$ cat config.mk
export PLATFORM = sky130hd
export DESIGN_NAME = modbus_rtu_poll_master
export DESIGN_NICKNAME = d
export VERILOG_FILES = /design/src/sv/mrpm_pkg.sv /design/src/sv/mrpm_front.sv /design/src/sv/mrpm_back.sv /design/src/sv/modbus_rtu_poll_master.sv
export SDC_FILE = /design/constraint.sdc
export NUM_CORES = 1
export LEC_CHECK = 0
export BUFFER_PORTS_ARGS = -buffer_cell sky130_fd_sc_hd__buf_2
export CAP_MARGIN = 10
export CORE_AREA = 2 2 184 186
export CTS_CLUSTER_DIAMETER = 40
export CTS_CLUSTER_SIZE = 30
export DETAILED_ROUTE_END_ITERATION = 6
export DIE_AREA = 0 0 186 188
export GPL_TIMING_DRIVEN = 0
export PLACE_DENSITY_LB_ADDON = 0.15
export SLEW_MARGIN = 5
export SYNTH_ARGS = -nofsm -noshare
export SYNTH_HDL_FRONTEND = slang
export SYNTH_SLANG_ARGS = --single-unit
$ cat constraint.sdc
create_clock -name clk -period 6.9 [get_ports clk]
set_input_delay 1.035 -clock clk [delete_from_list [all_inputs] [get_ports clk]]
set_output_delay 1.035 -clock clk [all_outputs]
set_load 0.02 [all_outputs]
$ cat src/sv/mrpm_pkg.sv
package mrpm_pkg;
	localparam int RxBufferBytesDef = 16;
	localparam int MaxSlotsDef = 4;

	localparam logic [1:0] ACT_TICK = 2'd0;
	localparam logic [1:0] ACT_RXBYTE = 2'd1;
	localparam logic [1:0] ACT_TXSLOT = 2'd2;

	localparam logic [2:0] ST_NONE = 3'd0;
	localparam logic [2:0] ST_VALUE = 3'd1;
	localparam logic [2:0] ST_SHORT = 3'd2;
	localparam logic [2:0] ST_CRCBAD = 3'd3;
	localparam logic [2:0] ST_OTHER = 3'd4;
	localparam logic [2:0] ST_TIMEOUT = 3'd5;

	localparam logic [2:0] CFG_STATION = 3'd0;
	localparam logic [2:0] CFG_SLOTS = 3'd1;
	localparam logic [2:0] CFG_REG0 = 3'd2;
	localparam logic [2:0] CFG_REG1 = 3'd3;
	localparam logic [2:0] CFG_REG2 = 3'd4;
	localparam logic [2:0] CFG_REG3 = 3'd5;
	localparam logic [2:0] CFG_TIMEOUT = 3'd6;
	localparam logic [2:0] CFG_GAP = 3'd7;

	localparam logic [15:0] REG_BASE = 16'd40001;
	localparam logic [15:0] REG_SCALED = 16'd40003;
	localparam logic [15:0] SCALE_MUL = 16'd19207;
	localparam logic [7:0] NOREPLY_GAP = 8'd8;
	localparam logic [7:0] FUNC_READ = 8'h03;

	typedef struct packed {
		logic [1:0] action;
		logic [7:0] rx_data;
		logic line_idle;
	} in_item_t;

	typedef struct packed {
		logic tx_valid;
		logic [7:0] tx_data;
		logic driver_enable;
		logic value_valid;
		logic [1:0] value_slot;
		logic [15:0] value_data;
		logic [2:0] frame_status;
	} out_item_t;

	// Front-to-back command
	typedef struct packed {
		logic [1:0] action;
		logic [7:0] rx_data;
		logic line_idle;
	} cmd_t;

	typedef enum logic [2:0] {
		PH_IDLE = 3'b001,
		PH_TX = 3'b010,
		PH_RX = 3'b100
	} phase_t;

	// One byte of the Modbus CRC-16, bit-parallel
	function automatic logic [15:0] crc_byte(input logic [15:0] crc, input logic [7:0] b);
		logic [15:0] c;
		c = crc ^ {8'h00, b};
		for (int i = 0; i < 8; i++) begin
			c = c[0] ? ((c >> 1) ^ 16'hA001) : (c >> 1);
		end
		return c;
	endfunction
endpackage

$ cat src/sv/mrpm_front.sv
module mrpm_front import mrpm_pkg::*; (
	input logic clk,
	input logic arst_n,
	input in_item_t in_item,
	input logic in_valid,
	output logic in_stall,
	output cmd_t q_cmd,
	output logic q_valid,
	input logic q_pop
);
	// Two-entry queue; every event, action 3 included, takes a slot
	cmd_t mem_q [2];
	logic wr_q, rd_q;
	logic [1:0] cnt_q;
	logic push;

	assign in_stall = (cnt_q == 2'd2);
	assign push = in_valid && !in_stall;
	assign q_valid = (cnt_q != 2'd0);
	assign q_cmd = mem_q[rd_q];

	// Hold the entries
	always_ff @(posedge clk) begin
		if (push) mem_q[wr_q] <= cmd_t'(in_item);
	end

	// Advance pointers
	always_ff @(posedge clk or negedge arst_n) begin
		if (!arst_n) begin
			wr_q <= 1'b0;
			rd_q <= 1'b0;
			cnt_q <= 2'd0;
		end else begin
			if (push) wr_q <= ~wr_q;
			if (q_pop) rd_q <= ~rd_q;
			cnt_q <= cnt_q + {1'b0, push} - {1'b0, q_pop};
		end
	end
endmodule

$ cat src/sv/mrpm_back.sv
module mrpm_back import mrpm_pkg::*; #(
	parameter int RX_BUFFER_BYTES = RxBufferBytesDef,
	parameter int MAX_SLOTS = MaxSlotsDef
) (
	input logic clk,
	input logic arst_n,
	input cmd_t q_cmd,
	input logic q_valid,
	output logic q_pop,
	input logic cfg_valid,
	output logic cfg_ready,
	input logic [2:0] cfg_index,
	input logic [15:0] cfg_data,
	output out_item_t out_item,
	output logic out_valid,
	input logic out_stall
);
	localparam int CW = $clog2(RX_BUFFER_BYTES + 1);

	logic [7:0] station_q, timeout_q, gap_q;
	logic [2:0] slots_q;
	logic [15:0] reg_q [4];

	phase_t phase_q;
	logic [7:0] gap_count_q, reply_count_q;
	logic [1:0] slot_q;
	logic [3:0] pos_q;
	logic [15:0] send_crc_q, rx_crc_q;
	logic [CW-1:0] rx_count_q;
	logic [7:0] last_q;
	logic [7:0] hdr_q [4];
	logic drv_q;

	// Scaling stage for the 40003 reading
	logic sc_pend_q;
	logic [31:0] sc_prod_q;

	logic ov_q;
	out_item_t ob_q;

	assign cfg_ready = 1'b1;

	logic out_free, adv;
	assign out_free = !ov_q || !out_stall;
	assign adv = out_free && !sc_pend_q;
	assign q_pop = q_valid && adv;
	assign out_valid = ov_q;
	assign out_item = ob_q;

	// Write configuration
	always_ff @(posedge clk or negedge arst_n) begin
		if (!arst_n) begin
			station_q <= 8'd17;
			slots_q <= 3'd4;
			reg_q[0] <= 16'd40003;
			reg_q[1] <= 16'd40015;
			reg_q[2] <= 16'd40024;
			reg_q[3] <= 16'd40025;
			timeout_q <= 8'd20;
			gap_q <= 8'd208;
		end else if (cfg_valid) begin
			case (cfg_index)
				CFG_STATION: station_q <= cfg_data[7:0];
				CFG_SLOTS: slots_q <= cfg_data[2:0];
				CFG_REG0: reg_q[0] <= cfg_data;
				CFG_REG1: reg_q[1] <= cfg_data;
				CFG_REG2: reg_q[2] <= cfg_data;
				CFG_REG3: reg_q[3] <= cfg_data;
				CFG_TIMEOUT: timeout_q <= cfg_data[7:0];
				CFG_GAP: gap_q <= cfg_data[7:0];
				default: ;
			endcase
		end
	end

	// Request byte and frame check
	logic [15:0] off, cur_reg;
	logic [7:0] req_byte;
	logic [2:0] cnt_lim;
	logic [2:0] nx_slot;
	logic [15:0] full_crc;
	logic [7:0] reply_dec;

	always_comb begin
		cur_reg = reg_q[slot_q];
		off = cur_reg - REG_BASE;
		case (pos_q)
			4'd0: req_byte = station_q;
			4'd1: req_byte = FUNC_READ;
			4'd2: req_byte = off[15:8];
			4'd3: req_byte = off[7:0];
			4'd4: req_byte = 8'd0;
			4'd5: req_byte = 8'd1;
			4'd6: req_byte = send_crc_q[7:0];
			default: req_byte = send_crc_q[15:8];
		endcase
		cnt_lim = (slots_q > 3'(MAX_SLOTS)) ? 3'(MAX_SLOTS) : slots_q;
		nx_slot = {1'b0, slot_q} + 3'd1;
		full_crc = crc_byte(rx_crc_q, last_q);
		reply_dec = reply_count_q - 8'd1;
	end

	// Advance the state on each command
	always_ff @(posedge clk or negedge arst_n) begin
		if (!arst_n) begin
			phase_q <= PH_IDLE;
			gap_count_q <= 8'd0;
			reply_count_q <= 8'd0;
			slot_q <= 2'd0;
			pos_q <= 4'd0;
			send_crc_q <= 16'hFFFF;
			rx_count_q <= '0;
			rx_crc_q <= 16'hFFFF;
			last_q <= 8'd0;
			drv_q <= 1'b0;
			ov_q <= 1'b0;
			sc_pend_q <= 1'b0;
		end else begin
			if (out_free) ov_q <= 1'b0;
			if (sc_pend_q && out_free) begin
				sc_pend_q <= 1'b0;
				ov_q <= 1'b1;
			end
			if (q_pop) begin
				ov_q <= 1'b1;
				case (q_cmd.action)
					ACT_TICK: begin
						if (phase_q == PH_IDLE) begin
							if (gap_count_q != 8'd0) gap_count_q <= gap_count_q - 8'd1;
							else begin
								slot_q <= (nx_slot >= cnt_lim) ? 2'd0 : nx_slot[1:0];
								phase_q <= PH_TX;
								pos_q <= 4'd0;
								send_crc_q <= 16'hFFFF;
								drv_q <= 1'b1;
							end
						end else if (phase_q == PH_RX) begin
							reply_count_q <= reply_dec;
							if (reply_dec == 8'd0) begin
								gap_count_q <= NOREPLY_GAP;
								phase_q <= PH_IDLE;
							end else if (rx_count_q != '0 && q_cmd.line_idle) begin
								if (rx_count_q >= CW'(4) && full_crc == 16'd0
										&& hdr_q[0] == FUNC_READ && rx_count_q == CW'(7)
										&& hdr_q[1] == 8'd2 && cur_reg == REG_SCALED) begin
									ov_q <= 1'b0;
									sc_pend_q <= 1'b1;
								end
								rx_count_q <= '0;
								rx_crc_q <= 16'hFFFF;
								last_q <= 8'd0;
								gap_count_q <= gap_q;
								phase_q <= PH_IDLE;
							end
						end
					end
					ACT_RXBYTE: begin
						last_q <= q_cmd.rx_data;
						if (rx_count_q < CW'(RX_BUFFER_BYTES)) begin
							if (rx_count_q != '0) rx_crc_q <= full_crc;
							rx_count_q <= rx_count_q + CW'(1);
						end
					end
					ACT_TXSLOT: begin
						if (phase_q == PH_TX) begin
							if (pos_q < 4'd8) begin
								if (pos_q < 4'd6) send_crc_q <= crc_byte(send_crc_q, req_byte);
								pos_q <= pos_q + 4'd1;
							end else begin
								drv_q <= 1'b0;
								rx_count_q <= '0;
								rx_crc_q <= 16'hFFFF;
								last_q <= 8'd0;
								phase_q <= PH_RX;
								reply_count_q <= timeout_q;
							end
						end
					end
					default: ;
				endcase
			end
		end
	end

	// Header bytes, product and result payload
	always_ff @(posedge clk) begin
		if (q_pop && q_cmd.action == ACT_RXBYTE && rx_count_q >= CW'(1)
				&& rx_count_q <= CW'(4))
			hdr_q[2'(rx_count_q - CW'(1))] <= q_cmd.rx_data;
		if (sc_pend_q && out_free)
			ob_q.value_data <= sc_prod_q[31:16];
		if (q_pop) begin
			sc_prod_q <= {hdr_q[2], hdr_q[3]} * SCALE_MUL;
			ob_q.tx_valid <= 1'b0;
			ob_q.tx_data <= 8'd0;
			ob_q.value_valid <= 1'b0;
			ob_q.value_slot <= 2'd0;
			ob_q.value_data <= 16'd0;
			ob_q.frame_status <= ST_NONE;
			ob_q.driver_enable <= drv_q;
			case (q_cmd.action)
				ACT_TICK: begin
					if (phase_q == PH_IDLE && gap_count_q == 8'd0)
						ob_q.driver_enable <= 1'b1;
					else if (phase_q == PH_RX) begin
						if (reply_dec == 8'd0) ob_q.frame_status <= ST_TIMEOUT;
						else if (rx_count_q != '0 && q_cmd.line_idle) begin
							if (rx_count_q < CW'(4)) ob_q.frame_status <= ST_SHORT;
							else if (full_crc != 16'd0) ob_q.frame_status <= ST_CRCBAD;
							else if (hdr_q[0] == FUNC_READ && rx_count_q == CW'(7)
									&& hdr_q[1] == 8'd2) begin
								ob_q.value_valid <= 1'b1;
								ob_q.value_slot <= slot_q;
								ob_q.value_data <= {hdr_q[2], hdr_q[3]};
								ob_q.frame_status <= ST_VALUE;
							end else ob_q.frame_status <= ST_OTHER;
						end
					end
				end
				ACT_TXSLOT: begin
					if (phase_q == PH_TX) begin
						if (pos_q < 4'd8) begin
							ob_q.tx_valid <= 1'b1;
							ob_q.tx_data <= req_byte;
						end else ob_q.driver_enable <= 1'b0;
					end
				end
				default: ;
			endcase
		end
	end
endmodule

$ cat src/sv/modbus_rtu_poll_master.sv
// Channel  | Direction | Handshake          | Payload
// in       | input     | in_valid/in_stall  | action, rx_data, line_idle
// out      | output    | out_valid/out_stall| tx and value fields, frame_status
// cfg      | input     | cfg_valid/cfg_ready| cfg_index, cfg_data
// One event per cycle while in_stall is low; each accepted event passes through a
// two-entry queue and an output register. A good reading of register 40003
// is held in the back end for the scaling multiply before it is shown.
// arst_n clears control state and loads register defaults.
// A stalled output holds the back end; the queue keeps the input moving until it is full.
module modbus_rtu_poll_master import mrpm_pkg::*; #(
	parameter int RX_BUFFER_BYTES = RxBufferBytesDef,
	parameter int MAX_SLOTS = MaxSlotsDef
) (
	input logic clk,
	input logic arst_n,
	input in_item_t in_item,
	input logic in_valid,
	output logic in_stall,
	output out_item_t out_item,
	output logic out_valid,
	input logic out_stall,
	input logic cfg_valid,
	output logic cfg_ready,
	input logic [2:0] cfg_index,
	input logic [15:0] cfg_data
);
	cmd_t q_cmd;
	logic q_valid, q_pop;

	mrpm_front u_front (
		.clk(clk), .arst_n(arst_n), .in_item(in_item), .in_valid(in_valid),
		.in_stall(in_stall), .q_cmd(q_cmd), .q_valid(q_valid), .q_pop(q_pop)
	);

	mrpm_back #(.RX_BUFFER_BYTES(RX_BUFFER_BYTES), .MAX_SLOTS(MAX_SLOTS)) u_back (
		.clk(clk), .arst_n(arst_n), .q_cmd(q_cmd), .q_valid(q_valid), .q_pop(q_pop),
		.cfg_valid(cfg_valid), .cfg_ready(cfg_ready), .cfg_index(cfg_index),
		.cfg_data(cfg_data), .out_item(out_item), .out_valid(out_valid),
		.out_stall(out_stall)
	);
endmodule

==> out/results.txt <==
status: finished clean
buffers plus inverters on the worst setup path: 4
Antenna Violating Nets Remaining: 0
GPL Wtd Cong: 0.8660
Clock Path Buffers: 3
Syn Inst Count: 1430
max incr delay on CP: 0.73 ns
CP Launch Type: flop
Initial Util: 0.4899
Net Count, Synth: 1658
VDD IR-drop max: 0.0002654 V
clock skew: 0.02253 ns
Clock power frac: 0.265
CP Capture Type: flop
crit path kind: flop to flop
CTS tree: yes
Clock Sink Count: 269
Slowest-stage cell, CP: edfxtp_1
final WL: 35480 um
#FFs+latches synth: 269
Reg power frac: 0.321
unrepaired setup endpoints after global routing: false
fin crit share: 0.9018
WP data arrival: 6.49 ns
pre-CTS WS: 0.6725 ns
HPWL Detailed: 26040 um
Root Buffer: clkbuf_16
Psw: 2.777 mW
syn_area_per_cell: 11.34 um2
setup TNS: 0 ns
via count: 11060
pwr/cell area: 409.4 nW/um2
r2r setup slk: 0.68 ns
core area: 33110 um2
Synth-to-Final Area Change: 14.35%
FMAX: 0.1607 GHz
Tmin final: 6.222 ns
PnR worst setup slack: 0.6779 ns
clock slew at reported path FFs: 0.06 ns
Die H: 188 um
IO Count: 70
# fillers: 2852
First-pass DRT Iterations: 4
CTS Buf Count: 39
hold path cells: 1
Tot GR Track Use: 0.2123
Hold Path Class: flop to flop
Worst slew margin: 0.2934
Skew-Pair Late Insertion Delay: 0.53 ns
max cap viols: 0
vias in the first global route: 11330
Die ar.: 34970 um2
CTS Hold Bufs: 0
Hold Fails Final Rpt: 0
sequential area share after synthesis: 0.4516
routed vias/inst: 5.478
RR Startpoint: u_back.hdr_q[3][7]$_DFFE_PP_
first-pass GRT wire length: 58810 um
Logic pwr share: 0.414
Leak: 8.083 nW
Least-Margin Pin Slew: 1.056 ns
delay-heaviest family, CP: adder cells
post-DR wirelength/cell: 17.57 um
Internal: 4.819 mW
Synth cell types: 77
CP Max Fanout: 8
width of the die: 186 um
GRT overflow: 0
final setup fails: 0
asr flop ratio synth: 0.6245
prevailing post-synth register cell: edfxtp_1
share of cells above drive strength 1: 0.2228
RR Endpoint: u_back.sc_prod_q[30]$_DFFE_PP_
Min-Delay Startpoint: u_front.wr_q$_DFFE_PN0P_
htree depth: 2
number of synthesized flops with an enable pin: 101
initial antenna violation count: 0
crit path cell chain: ha_1 > ha_1 > fa_1 > inv_1 > fa_1 > inv_1 > fa_1 > inv_1 > fa_1 > inv_1 > ha_1 > nor2_1 > nor2b_1 > o211ai_1 > a41oi_1 > nand3_1 > o21a_1 > o21bai_1 > a21oi_1 > o21ai_0 > or4_1 > nand3_1
synth warn: 0
PortBufs: 64
post-layout net count: 1768
Endpoint, Worst Hold: u_front.wr_q$_DFFE_PN0P_
Power, Total: 7.596 mW
most common cell after layout, fill and taps aside: inv_1
DRC viols: 0
Inserted Diodes: 0
Synth Cell Area: 16220 um2
post-cts sizing count: 0
R2R depth: 22
data required time of the critical path: 7.16 ns
setup bufs post-CTS: 0
Rows: 67
Max Slew Vio Count: 0
initial DRC count: 741
switching power share of the total: 0.3656
largest net degree at the start of global routing: 86
commonest cells after routing, fill and taps aside: inv_1 (140), ha_1 (139), nand2_1 (116)
[worst register-to-register path: stages (launching register included)]
cell	delay (ns)
edfxtp_1	0.73
ha_1	0.36
ha_1	0.32
fa_1	0.54
inv_1	0.05
fa_1	0.53
inv_1	0.05
fa_1	0.52
inv_1	0.06
fa_1	0.53
inv_1	0.04
ha_1	0.30
nor2_1	0.07
nor2b_1	0.13
o211ai_1	0.09
a41oi_1	0.28
nand3_1	0.11
o21a_1	0.23
o21bai_1	0.25
a21oi_1	0.15
o21ai_0	0.37
or4_1	0.17
nand3_1	0.06
[per-layer routing]
| metal | vias up | global-route usage | share of wire |
|---|---|---|---|
| li1 | 5288 | - | - |
| met1 | 5496 | 0.2952 | 0.46 |
| met2 | 217 | 0.3469 | 0.48 |
| met3 | 60 | 0.03030 | 0.036 |
| met4 | 0 | 0.05996 | 0.024 |
| met5 | - | 0 | 0 |
[state kept, by name (all words and copies together), names as in the netlist, 15 cells and up]
name,count
u_back.reg_q,64
u_back.hdr_q,32
u_back.out_item,32
u_front.mem_q,22
u_back.rx_crc_q,16
u_back.send_crc_q,16
u_back.sc_prod_q,15
[stage by stage]
step | hold slack [ns] | instance area (um2) | cells | util
4_1_cts | 0.4891 | 18540 | 2017 | 0.5599
5_1_grt | 0.5102 | 18550 | 2019 | 0.5602
6_report | 0.4888 | 18550 | 2019 | 0.5602
2_1_floorplan | 0.4604 | 16220 | 1430 | -
3_3_place_gp | 0.4742 | 17100 | 1942 | 0.5165
3_5_place_dp | 0.4775 | 17180 | 1945 | 0.5188
[synth_stat cells (all sizes together) (5+ instances only)]
cell / number / area share
a211oi: 5 / 0.0026
a21o: 14 / 0.0065
a21oi: 69 / 0.021
a22oi: 8 / 0.0037
a31oi: 5 / 0.0019
and2: 12 / 0.0046
and3: 9 / 0.0035
buf: 10 / 0.0035
clkbuf: 38 / 0.0088
dfrtp: 96 / 0.15
dfstp: 72 / 0.12
edfxtp: 101 / 0.19
fa: 54 / 0.067
ha: 139 / 0.11
inv: 140 / 0.032
mux2: 105 / 0.073
mux4: 16 / 0.023
nand2: 116 / 0.027
nand2b: 9 / 0.0035
nand3: 35 / 0.011
nand4: 11 / 0.0042
nor2: 87 / 0.020
nor2b: 10 / 0.0039
nor3: 25 / 0.0080
nor4: 11 / 0.0052
o21a: 7 / 0.0032
o21ai: 73 / 0.023
o22a: 7 / 0.0038
or3: 8 / 0.0031
or4: 7 / 0.0032
xnor2: 51 / 0.028
xor2: 14 / 0.0076
[kinds of logic after synthesis]
logic type | count (synthesis) | synth area share
flops | 269 | 0.4516
other cells | 1 | 0.0002312
buf+inv | 188 | 0.04473
mux | 125 | 0.09803
xor+xnor | 66 | 0.03748
compound gates | 228 | 0.08700
simple gates | 360 | 0.1070
fa+ha+maj | 193 | 0.1738
[worst max-delay path by stage]
stage | from | cells past startpoint | slack (ns) | to
floorplan | u_back.hdr_q[3][4]$_DFFE_PP_ | 21 | 1.27 | u_back.sc_prod_q[30]$_DFFE_PP_
global placement | u_back.hdr_q[3][7]$_DFFE_PP_ | 22 | 0.75 | u_back.sc_prod_q[30]$_DFFE_PP_
detailed placement | u_back.hdr_q[3][4]$_DFFE_PP_ | 21 | 0.67 | u_back.sc_prod_q[30]$_DFFE_PP_
CTS | u_back.hdr_q[3][7]$_DFFE_PP_ | 22 | 0.65 | u_back.sc_prod_q[30]$_DFFE_PP_
global route | u_back.hdr_q[3][7]$_DFFE_PP_ | 22 | 0.22 | u_back.sc_prod_q[29]$_DFFE_PP_
finish | u_back.hdr_q[3][7]$_DFFE_PP_ | 22 | 0.68 | u_back.sc_prod_q[30]$_DFFE_PP_
[layout make-up]
class                      instances  area, um2  area share
tap                              448      560.5     0.03022
inverter                         140      525.5     0.02833
sequential                       269       7327      0.3950
clock buffer                      45       1061     0.05719
multi-input combinational        973       8174      0.4406
timing repair buffer              69      399.1     0.02151
clock inverter                    27      302.8     0.01632
buffer                            48      201.4     0.01086
[power groups by stage]
stage                     logic (mW)  registers (mW)  clock network, mW
final                           3.14            2.44               2.02
after global routing            3.61            2.49               2.13
after CTS                       3.17            2.44               2.06
after detailed placement        3.16            2.47                  0
after global placement          3.06            2.46                  0
after floorplan                 2.35            2.49                  0
Note: power is estimated with default switching activity, not from simulation.
